<file path="config.mk">
export PLATFORM = sky130hd
export DESIGN_NAME = md5_message_digest_unit
export DESIGN_NICKNAME = d
export VERILOG_FILES = /design/src/sv/md5_pkg.sv /design/src/sv/md5_message_digest_unit.sv
export SDC_FILE = /design/constraint.sdc
export NUM_CORES = 2
export LEC_CHECK = 0
export BUFFER_PORTS_ARGS = -buffer_cell sky130_fd_sc_hd__buf_4
export CAP_MARGIN = 40
export CELL_PAD_IN_SITES_DETAIL_PLACEMENT = 1
export CELL_PAD_IN_SITES_GLOBAL_PLACEMENT = 2
export CORE_ASPECT_RATIO = 2
export CORE_MARGIN = 4
export CORE_UTILIZATION = 38
export DETAILED_ROUTE_END_ITERATION = 7
export PLACE_DENSITY_LB_ADDON = 0.25
export REMOVE_ABC_BUFFERS = 1
export SYNTH_ARGS = -nofsm -noshare
export SYNTH_HDL_FRONTEND = slang
export SYNTH_SLANG_ARGS = --single-unit
</file>
<file path="constraint.sdc">
create_clock -name clk -period 8.2 [get_ports clk]
set_clock_uncertainty 0.05 [all_clocks]
set_input_delay 1.64 -clock clk [delete_from_list [all_inputs] [get_ports clk]]
set_output_delay 1.64 -clock clk [all_outputs]
set_load 0.1 [all_outputs]
</file>
<file path="src/sv/md5_pkg.sv">
// ----------------------------------------------------------------------------
// md5_pkg
// Shared types, constants and round functions of the streaming MD5 unit.
// ----------------------------------------------------------------------------
package md5_pkg;

  // Sequencer states
  typedef enum logic [3:0] {
    ST_IDLE,
    ST_LOAD,
    ST_ROUND,
    ST_ADD,
    ST_MARK,
    ST_ZERO,
    ST_LEN_LO,
    ST_LEN_HI,
    ST_OUT
  } md5_state_t;

  typedef logic [31:0] word_t;

  // Initial chaining value A, B, C, D
  localparam word_t INIT_CV [4] = '{32'h67452301, 32'hefcdab89, 32'h98badcfe, 32'h10325476};

  // Block word positions of the bit length
  localparam logic [3:0] LEN_LO_WORD = 4'd14;
  localparam logic [3:0] LEN_HI_WORD = 4'd15;

  // Padding marker byte
  localparam logic [7:0] PAD_MARK = 8'h80;

  // Last round index and last byte position in a block
  localparam logic [5:0] LAST_ROUND = 6'd63;
  localparam logic [5:0] LAST_POS   = 6'd63;

  // Round groups
  localparam logic [1:0] GRP_F = 2'd0;
  localparam logic [1:0] GRP_G = 2'd1;
  localparam logic [1:0] GRP_H = 2'd2;
  localparam logic [1:0] GRP_I = 2'd3;

  // Per-round additive constant
  function automatic word_t add_const(input logic [5:0] r);
    word_t k;
    case (r)
      6'd0:  k = 32'hd76aa478;  6'd1:  k = 32'he8c7b756;
      6'd2:  k = 32'h242070db;  6'd3:  k = 32'hc1bdceee;
      6'd4:  k = 32'hf57c0faf;  6'd5:  k = 32'h4787c62a;
      6'd6:  k = 32'ha8304613;  6'd7:  k = 32'hfd469501;
      6'd8:  k = 32'h698098d8;  6'd9:  k = 32'h8b44f7af;
      6'd10: k = 32'hffff5bb1;  6'd11: k = 32'h895cd7be;
      6'd12: k = 32'h6b901122;  6'd13: k = 32'hfd987193;
      6'd14: k = 32'ha679438e;  6'd15: k = 32'h49b40821;
      6'd16: k = 32'hf61e2562;  6'd17: k = 32'hc040b340;
      6'd18: k = 32'h265e5a51;  6'd19: k = 32'he9b6c7aa;
      6'd20: k = 32'hd62f105d;  6'd21: k = 32'h02441453;
      6'd22: k = 32'hd8a1e681;  6'd23: k = 32'he7d3fbc8;
      6'd24: k = 32'h21e1cde6;  6'd25: k = 32'hc33707d6;
      6'd26: k = 32'hf4d50d87;  6'd27: k = 32'h455a14ed;
      6'd28: k = 32'ha9e3e905;  6'd29: k = 32'hfcefa3f8;
      6'd30: k = 32'h676f02d9;  6'd31: k = 32'h8d2a4c8a;
      6'd32: k = 32'hfffa3942;  6'd33: k = 32'h8771f681;
      6'd34: k = 32'h6d9d6122;  6'd35: k = 32'hfde5380c;
      6'd36: k = 32'ha4beea44;  6'd37: k = 32'h4bdecfa9;
      6'd38: k = 32'hf6bb4b60;  6'd39: k = 32'hbebfbc70;
      6'd40: k = 32'h289b7ec6;  6'd41: k = 32'heaa127fa;
      6'd42: k = 32'hd4ef3085;  6'd43: k = 32'h04881d05;
      6'd44: k = 32'hd9d4d039;  6'd45: k = 32'he6db99e5;
      6'd46: k = 32'h1fa27cf8;  6'd47: k = 32'hc4ac5665;
      6'd48: k = 32'hf4292244;  6'd49: k = 32'h432aff97;
      6'd50: k = 32'hab9423a7;  6'd51: k = 32'hfc93a039;
      6'd52: k = 32'h655b59c3;  6'd53: k = 32'h8f0ccc92;
      6'd54: k = 32'hffeff47d;  6'd55: k = 32'h85845dd1;
      6'd56: k = 32'h6fa87e4f;  6'd57: k = 32'hfe2ce6e0;
      6'd58: k = 32'ha3014314;  6'd59: k = 32'h4e0811a1;
      6'd60: k = 32'hf7537e82;  6'd61: k = 32'hbd3af235;
      6'd62: k = 32'h2ad7d2bb;  default: k = 32'heb86d391;
    endcase
    return k;
  endfunction

  // Rotate amount, indexed by {group, round[1:0]}
  function automatic logic [4:0] rot_amt(input logic [3:0] idx);
    logic [4:0] s;
    case (idx)
      4'd0:  s = 5'd7;   4'd1:  s = 5'd12;  4'd2:  s = 5'd17;  4'd3:  s = 5'd22;
      4'd4:  s = 5'd5;   4'd5:  s = 5'd9;   4'd6:  s = 5'd14;  4'd7:  s = 5'd20;
      4'd8:  s = 5'd4;   4'd9:  s = 5'd11;  4'd10: s = 5'd16;  4'd11: s = 5'd23;
      4'd12: s = 5'd6;   4'd13: s = 5'd10;  4'd14: s = 5'd15;  default: s = 5'd21;
    endcase
    return s;
  endfunction

  // Block word used by a round
  function automatic logic [3:0] msg_index(input logic [5:0] r);
    logic [3:0] lo;
    logic [3:0] g;
    lo = r[3:0];
    case (r[5:4])
      GRP_F:   g = lo;
      GRP_G:   g = 4'(lo * 4'd5 + 4'd1);
      GRP_H:   g = 4'(lo * 4'd3 + 4'd5);
      default: g = 4'(lo * 4'd7);
    endcase
    return g;
  endfunction

  function automatic word_t rotl32(input word_t x, input logic [4:0] n);
    word_t y;
    y = (x << n) | (x >> (6'd32 - {1'b0, n}));
    return y;
  endfunction

endpackage

</file>
<file path="src/sv/md5_message_digest_unit.sv">
// Throughput: one message byte per cycle while a block fills; each full
// 64-byte block then holds input for its compression (load, 64 rounds, add).
// End of message: padding writes, one or two compressions through the
// block memory with its one write and one read port, then four digest words.
// Synchronous active-low reset restores the initial chaining value and a
// zero byte count; the block memory itself is not cleared.
// ----------------------------------------------------------------------------
// md5_message_digest_unit
// Streaming MD5: packs bytes into a 16-word block memory, runs one round per
// cycle against it, pads at end of message and returns words A, B, C, D.
// ----------------------------------------------------------------------------
module md5_message_digest_unit (
  input  logic        clk,
  input  logic        rst_n,
  input  logic        in_tvalid,
  output logic        in_tready,
  input  logic [7:0]  in_tdata,   // [7:0] data_byte
  input  logic        in_tuser,   // [0] byte_valid
  input  logic        in_tlast,   // end_of_message
  output logic        out_tvalid,
  input  logic        out_tready,
  output logic [31:0] out_tdata,  // [31:0] digest_word
  output logic        out_tlast   // last_word
);
  import md5_pkg::*;

  // Block memory
  word_t      blk_mem [16];
  word_t      mem_q_r;
  logic       mem_we;
  logic [3:0] mem_waddr;
  word_t      mem_wdata;
  logic [3:0] rd_addr;

  // Control and datapath registers
  md5_state_t  state_r, state_nxt;
  logic [60:0] cnt_r, cnt_nxt;
  word_t       acc_r, acc_nxt;
  word_t       cv_r [4];
  word_t       cv_nxt [4];
  word_t       a_r, b_r, c_r, d_r, a_nxt, b_nxt, c_nxt, d_nxt;
  logic [5:0]  rnd_r, rnd_nxt;
  logic [4:0]  widx_r, widx_nxt;
  logic [1:0]  oidx_r, oidx_nxt;
  logic        pad_r, pad_nxt;
  logic        mark_r, mark_nxt;
  logic        long_r, long_nxt;
  logic        final_r, final_nxt;

  // Round datapath
  word_t      f_val, sum, b_new, acc_byte, mark_word;
  logic [1:0] lane;
  logic [4:0] zero_limit;

  always_comb begin
    case (rnd_r[5:4])
      GRP_F:   f_val = (b_r & c_r) | (~b_r & d_r);
      GRP_G:   f_val = (b_r & d_r) | (c_r & ~d_r);
      GRP_H:   f_val = b_r ^ c_r ^ d_r;
      default: f_val = c_r ^ (b_r | ~d_r);
    endcase
    sum   = a_r + f_val + mem_q_r + add_const(rnd_r);
    b_new = b_r + rotl32(sum, rot_amt({rnd_r[5:4], rnd_r[1:0]}));
  end

  // Byte lane packing
  assign lane       = cnt_r[1:0];
  assign acc_byte   = ((lane == 2'd0) ? 32'h0 : acc_r) | ({24'h0, in_tdata} << {lane, 3'b000});
  assign mark_word  = ((lane == 2'd0) ? 32'h0 : acc_r) | ({24'h0, PAD_MARK} << {lane, 3'b000});
  assign zero_limit = long_r ? 5'd16 : 5'd14;

  // Next state and outputs
  always_comb begin
    state_nxt  = state_r;
    cnt_nxt    = cnt_r;
    acc_nxt    = acc_r;
    cv_nxt     = cv_r;
    a_nxt      = a_r;
    b_nxt      = b_r;
    c_nxt      = c_r;
    d_nxt      = d_r;
    rnd_nxt    = rnd_r;
    widx_nxt   = widx_r;
    oidx_nxt   = oidx_r;
    pad_nxt    = pad_r;
    mark_nxt   = mark_r;
    long_nxt   = long_r;
    final_nxt  = final_r;
    mem_we     = 1'b0;
    mem_waddr  = 4'd0;
    mem_wdata  = 32'h0;
    rd_addr    = msg_index(6'd0);
    in_tready  = 1'b0;
    out_tvalid = 1'b0;
    out_tdata  = 32'h0;
    out_tlast  = 1'b0;

    unique case (state_r)
      ST_IDLE: begin
        in_tready = 1'b1;
        if (in_tvalid) begin
          if (in_tuser) begin
            acc_nxt = acc_byte;
            cnt_nxt = cnt_r + 61'd1;
            if (lane == 2'd3) begin
              mem_we    = 1'b1;
              mem_waddr = cnt_r[5:2];
              mem_wdata = acc_byte;
            end
          end
          if (in_tlast) pad_nxt = 1'b1;
          if (in_tuser && cnt_r[5:0] == LAST_POS) begin
            state_nxt = ST_LOAD;
          end else if (in_tlast) begin
            state_nxt = ST_MARK;
          end
        end
      end
      // Prime the read for round 0
      ST_LOAD: begin
        rd_addr   = msg_index(6'd0);
        rnd_nxt   = 6'd0;
        a_nxt     = cv_r[0];
        b_nxt     = cv_r[1];
        c_nxt     = cv_r[2];
        d_nxt     = cv_r[3];
        state_nxt = ST_ROUND;
      end
      // One round per cycle, next word fetched in parallel
      ST_ROUND: begin
        rd_addr = msg_index(rnd_r + 6'd1);
        a_nxt   = d_r;
        d_nxt   = c_r;
        c_nxt   = b_r;
        b_nxt   = b_new;
        rnd_nxt = rnd_r + 6'd1;
        if (rnd_r == LAST_ROUND) state_nxt = ST_ADD;
      end
      ST_ADD: begin
        cv_nxt[0] = cv_r[0] + a_r;
        cv_nxt[1] = cv_r[1] + b_r;
        cv_nxt[2] = cv_r[2] + c_r;
        cv_nxt[3] = cv_r[3] + d_r;
        if (final_r) begin
          oidx_nxt  = 2'd0;
          state_nxt = ST_OUT;
        end else if (pad_r && !mark_r) begin
          state_nxt = ST_MARK;
        end else if (pad_r) begin
          widx_nxt  = 5'd0;
          state_nxt = ST_ZERO;
        end else begin
          state_nxt = ST_IDLE;
        end
      end
      // Place the 0x80 marker after the last byte
      ST_MARK: begin
        mem_we    = 1'b1;
        mem_waddr = cnt_r[5:2];
        mem_wdata = mark_word;
        mark_nxt  = 1'b1;
        long_nxt  = (cnt_r[5:3] == 3'b111);
        widx_nxt  = {1'b0, cnt_r[5:2]} + 5'd1;
        state_nxt = ST_ZERO;
      end
      // Zero fill up to the length words, or to block end on a long tail
      ST_ZERO: begin
        if (widx_r == zero_limit) begin
          if (long_r) begin
            long_nxt  = 1'b0;
            state_nxt = ST_LOAD;
          end else begin
            state_nxt = ST_LEN_LO;
          end
        end else begin
          mem_we    = 1'b1;
          mem_waddr = widx_r[3:0];
          mem_wdata = 32'h0;
          widx_nxt  = widx_r + 5'd1;
        end
      end
      ST_LEN_LO: begin
        mem_we    = 1'b1;
        mem_waddr = LEN_LO_WORD;
        mem_wdata = {cnt_r[28:0], 3'b000};
        state_nxt = ST_LEN_HI;
      end
      ST_LEN_HI: begin
        mem_we    = 1'b1;
        mem_waddr = LEN_HI_WORD;
        mem_wdata = cnt_r[60:29];
        final_nxt = 1'b1;
        state_nxt = ST_LOAD;
      end
      // Digest words A..D, then back to the initial chaining value
      ST_OUT: begin
        out_tvalid = 1'b1;
        out_tdata  = cv_r[oidx_r];
        out_tlast  = (oidx_r == 2'd3);
        if (out_tready) begin
          oidx_nxt = oidx_r + 2'd1;
          if (oidx_r == 2'd3) begin
            cv_nxt    = INIT_CV;
            cnt_nxt   = 61'd0;
            pad_nxt   = 1'b0;
            mark_nxt  = 1'b0;
            final_nxt = 1'b0;
            state_nxt = ST_IDLE;
          end
        end
      end
      default: state_nxt = ST_IDLE;
    endcase
  end

  // State register
  always_ff @(posedge clk) begin
    if (!rst_n) begin
      state_r <= ST_IDLE;
      cnt_r   <= 61'd0;
      cv_r    <= INIT_CV;
      rnd_r   <= 6'd0;
      widx_r  <= 5'd0;
      oidx_r  <= 2'd0;
      pad_r   <= 1'b0;
      mark_r  <= 1'b0;
      long_r  <= 1'b0;
      final_r <= 1'b0;
    end else begin
      state_r <= state_nxt;
      cnt_r   <= cnt_nxt;
      cv_r    <= cv_nxt;
      rnd_r   <= rnd_nxt;
      widx_r  <= widx_nxt;
      oidx_r  <= oidx_nxt;
      pad_r   <= pad_nxt;
      mark_r  <= mark_nxt;
      long_r  <= long_nxt;
      final_r <= final_nxt;
    end
  end

  // Payload registers
  always_ff @(posedge clk) begin
    acc_r <= acc_nxt;
    a_r   <= a_nxt;
    b_r   <= b_nxt;
    c_r   <= c_nxt;
    d_r   <= d_nxt;
  end

  // Block memory: one write port, one registered read port
  always_ff @(posedge clk) begin
    if (mem_we) blk_mem[mem_waddr] <= mem_wdata;
    mem_q_r <= blk_mem[rd_addr];
  end

  // Checks
  a_no_write_in_rounds: assert property (@(posedge clk) disable iff (!rst_n)
    (state_r == ST_ROUND || state_r == ST_LOAD) |-> !mem_we)
    else $error("block memory written during compression");

  a_no_in_while_out: assert property (@(posedge clk) disable iff (!rst_n)
    out_tvalid |-> !in_tready)
    else $error("input taken while digest pending");

  a_round_exit: assert property (@(posedge clk) disable iff (!rst_n)
    (state_r == ST_ROUND && rnd_r == LAST_ROUND) |=> (state_r == ST_ADD))
    else $error("compression did not end after last round");

  a_restart: assert property (@(posedge clk) disable iff (!rst_n)
    (out_tvalid && out_tready && out_tlast) |=>
      (cnt_r == 61'd0 && cv_r[0] == INIT_CV[0] && !pad_r && state_r == ST_IDLE))
    else $error("state not restored after digest");

  a_digest_after_final: assert property (@(posedge clk) disable iff (!rst_n)
    out_tvalid |-> (final_r && mark_r))
    else $error("digest without final padded block");

endmodule

</file>
==> impl_metrics.ini <==
[grt]
track_usage_pct = 30.0
grt_pass1_wl_um = 363000
grt_antenna_before_repair = 10
grt_max_degree = 137
grt_pass1_vias = 56600
overflow = 0

[worst_setup_path]
crit_top_cell = buf_12
critical_path.slowest_cell = mux4_2
worst-path-max-fanout = 7
max_stage_delay_ns = 0.53
cp_top_family = compound AO/OA/AOI/OAI gates
cp-start-kind = flop
cp.required_ns = 8.58
cp.arrival_ns = 9.04
critPathCaptureType = flop
cp_num_buf_inv = 9
path_class = reg2reg

[drt]
drc = 0
wl_per_cell_um = 27.8
ant_nets = 0
drt_pre_antenna_iters = 5
drt_iter0_markers = 2881
viasPerCell = 5.92
drt_wl_total_um = 248000
vias = 52700

[logic_synthesis]
synthCells = 6275
synth_edf_count = 672
ys_seq_area_share_pct = 43.9
ys_types = 107
syn_area_um2 = 58700
yosys_most_used_dff = edfxtp_1
syn_avg_cell_area_um2 = 9.35
synth_seq_cells = 951
synthArstFlopShare_pct = 0
yosysWarnings = 0

[layout]
finalNonFillerCells = 8905
syn_to_final_growth_pct = 21.3
design_area_um2 = 71200
fill_cells = 17200
fin_nets = 7065
drive_above_1_share_pct = 19.1
multi_input_area_um2 = 31900
final_core_util_pct = 46.5
layout_commonest_cell = nand2_1
seqCellArea_um2 = 25800
layout_common_cells = 1,005 x nand2_1, 727 x buf_4, 672 x edfxtp_1, 413 x a21oi_1, 347 x nor2_1

[die]
die-area_um2 = 161000
start_util_pct = 38.3
coreArea_um2 = 153000
fp.dieH_um = 564
ioPinCount = 49
fp-row-count = 203
dieWidth_um = 286

[outcome]
violations = negative setup slack
status = complete, but fails checks

[clocking]
cts_inserted_buffers = 92
cts_sinks = 951
cts_hold_buffers = 0
root_buffer = clkbuf_16
insertion_delay_ns = 0.73
clkTransAtPathRegs_ns = 0.07
clock_path_buffers = 3
h-tree-depth = 3
cts_tree = yes

[placement]
port_buffers = 48
numPlacedInstances = 8652
dp_hpwl_um = 182000
place_area_um2 = 65800
gp_congestion = 1.03

[timing]
fmax_mhz = 115
finalHoldViolations = 0
period_needed_ns = 8.66
final.period_utilization_pct = 106
tns_ns = -3.57
setup_viol = 15
fin_ws_ns = -0.461
max-slew-margin-rel_pct = 35.0
finalMaxSlewViolations = 0
worst_pin_slew_ns = 0.966
rsz0062_at_grt = true

[job]
drv_cap = 0

[hold_path]
hold_class = reg2reg
[cell families (layout without fill, tap and decap cells)]
group / Yosys count / in the layout / synth area share [%]
adders and majority gates: 282 / 282 / 6.87
xor gates and xnor gates: 245 / 245 / 3.69
AOI/OAI and AO/OA: 1821 / 1821 / 20.4
muxes: 123 / 123 / 3.45
and+or+nand+nor: 2216 / 2216 / 17.6
buffers and inverters: 637 / 1211 / 4.13
other: 0 / 6 / 0
DFF: 951 / 951 / 43.9
[synth_stat cells, types with 43 or more instances]
library cell | n | area, um^2
nor2_1 | 381 | 1430
a311oi_1 | 74 | 648
or3_1 | 55 | 344
mux2i_1 | 47 | 470
a21o_1 | 100 | 751
and3_1 | 48 | 300
o21ai_0 | 383 | 1920
a31oi_1 | 98 | 613
a211oi_1 | 227 | 1700
o22ai_1 | 43 | 269
xor2_1 | 101 | 885
nand3_1 | 129 | 646
a21oi_1 | 446 | 2230
and2_1 | 240 | 1500
o221ai_1 | 50 | 438
edfxtp_1 | 672 | 20200
mux4_2 | 61 | 1370
xnor2_1 | 141 | 1230
nand2_1 | 1014 | 3810
nor3_1 | 80 | 400
inv_1 | 234 | 878
o21a_1 | 43 | 323
fa_1 | 67 | 1340
clkbuf_1 | 340 | 1280
nor2b_1 | 106 | 663
dfxtp_1 | 279 | 5590
ha_1 | 215 | 2690
[final timing paths]
check / to / cells after the start / slack (ns) / from
worst max-delay path: b_r[31] / 38 / -0.46 / rnd_r[4]
worst min-delay path: pad_r / 2 / 0.42 / pad_r
worst max register to register: b_r[31] / 38 / -0.46 / rnd_r[4]
worst min register to register: pad_r / 2 / 0.42 / pad_r
[area by class of cell]
cell class,instances,area share (%)
multi-input combinational,4687,44.9
sequential,951,36.2
timing repair buffer,796,9.31
tap,2050,3.60
clock buffer,111,3.52
inverter,241,1.28
clock inverter,63,1.21
antenna,6,0.0211
[worst min-delay path, stage by stage (launching register included)]
cell     delay, ns
dfxtp_1       0.32
a31oi_1       0.04
nor2_1        0.07
[stage by stage]
step	hold slack (ns)	setup slack, ns
2_1_floorplan	0.379	-4.50
3_3_place_gp	0.390	-0.907
3_5_place_dp	0.404	-1.09
4_1_cts	0.420	-0.331
5_1_grt	0.462	-0.753
6_report	0.416	-0.461
[what timing repair did]
item | CTS | global route
hold endpoints to repair | 0 | 0
setup endpoints to repair | 21 | 24
pin swaps | 122 | 71
setup buffers | 51 | 20
resized for setup | 235 | 94
gates cloned | 5 | 0
[metal layers]
layer,GRT usage (%),up-vias,share of wire (%)
li1,-,23900,-
met1,28.0,26600,32
met2,57.8,1448,54
met3,3.79,817,3.7
met4,24.2,6,10
met5,0,-,0.016
[flip-flops by register name (all words and copies together) (netlist names), 2 cells and up, named ones only]
name / flops
a_r: 32
acc_r: 32
b_r: 32
blk_mem: 512
c_r: 32
cnt_r: 61
cv_r: 128
d_r: 32
mem_q_r: 32
oidx_r: 2
rnd_r: 6
state_r: 4
widx_r: 5
Power is left out: the tool's default activity adds up to more than one toggle a clock period on the data nets, which glitch-free logic cannot reach.
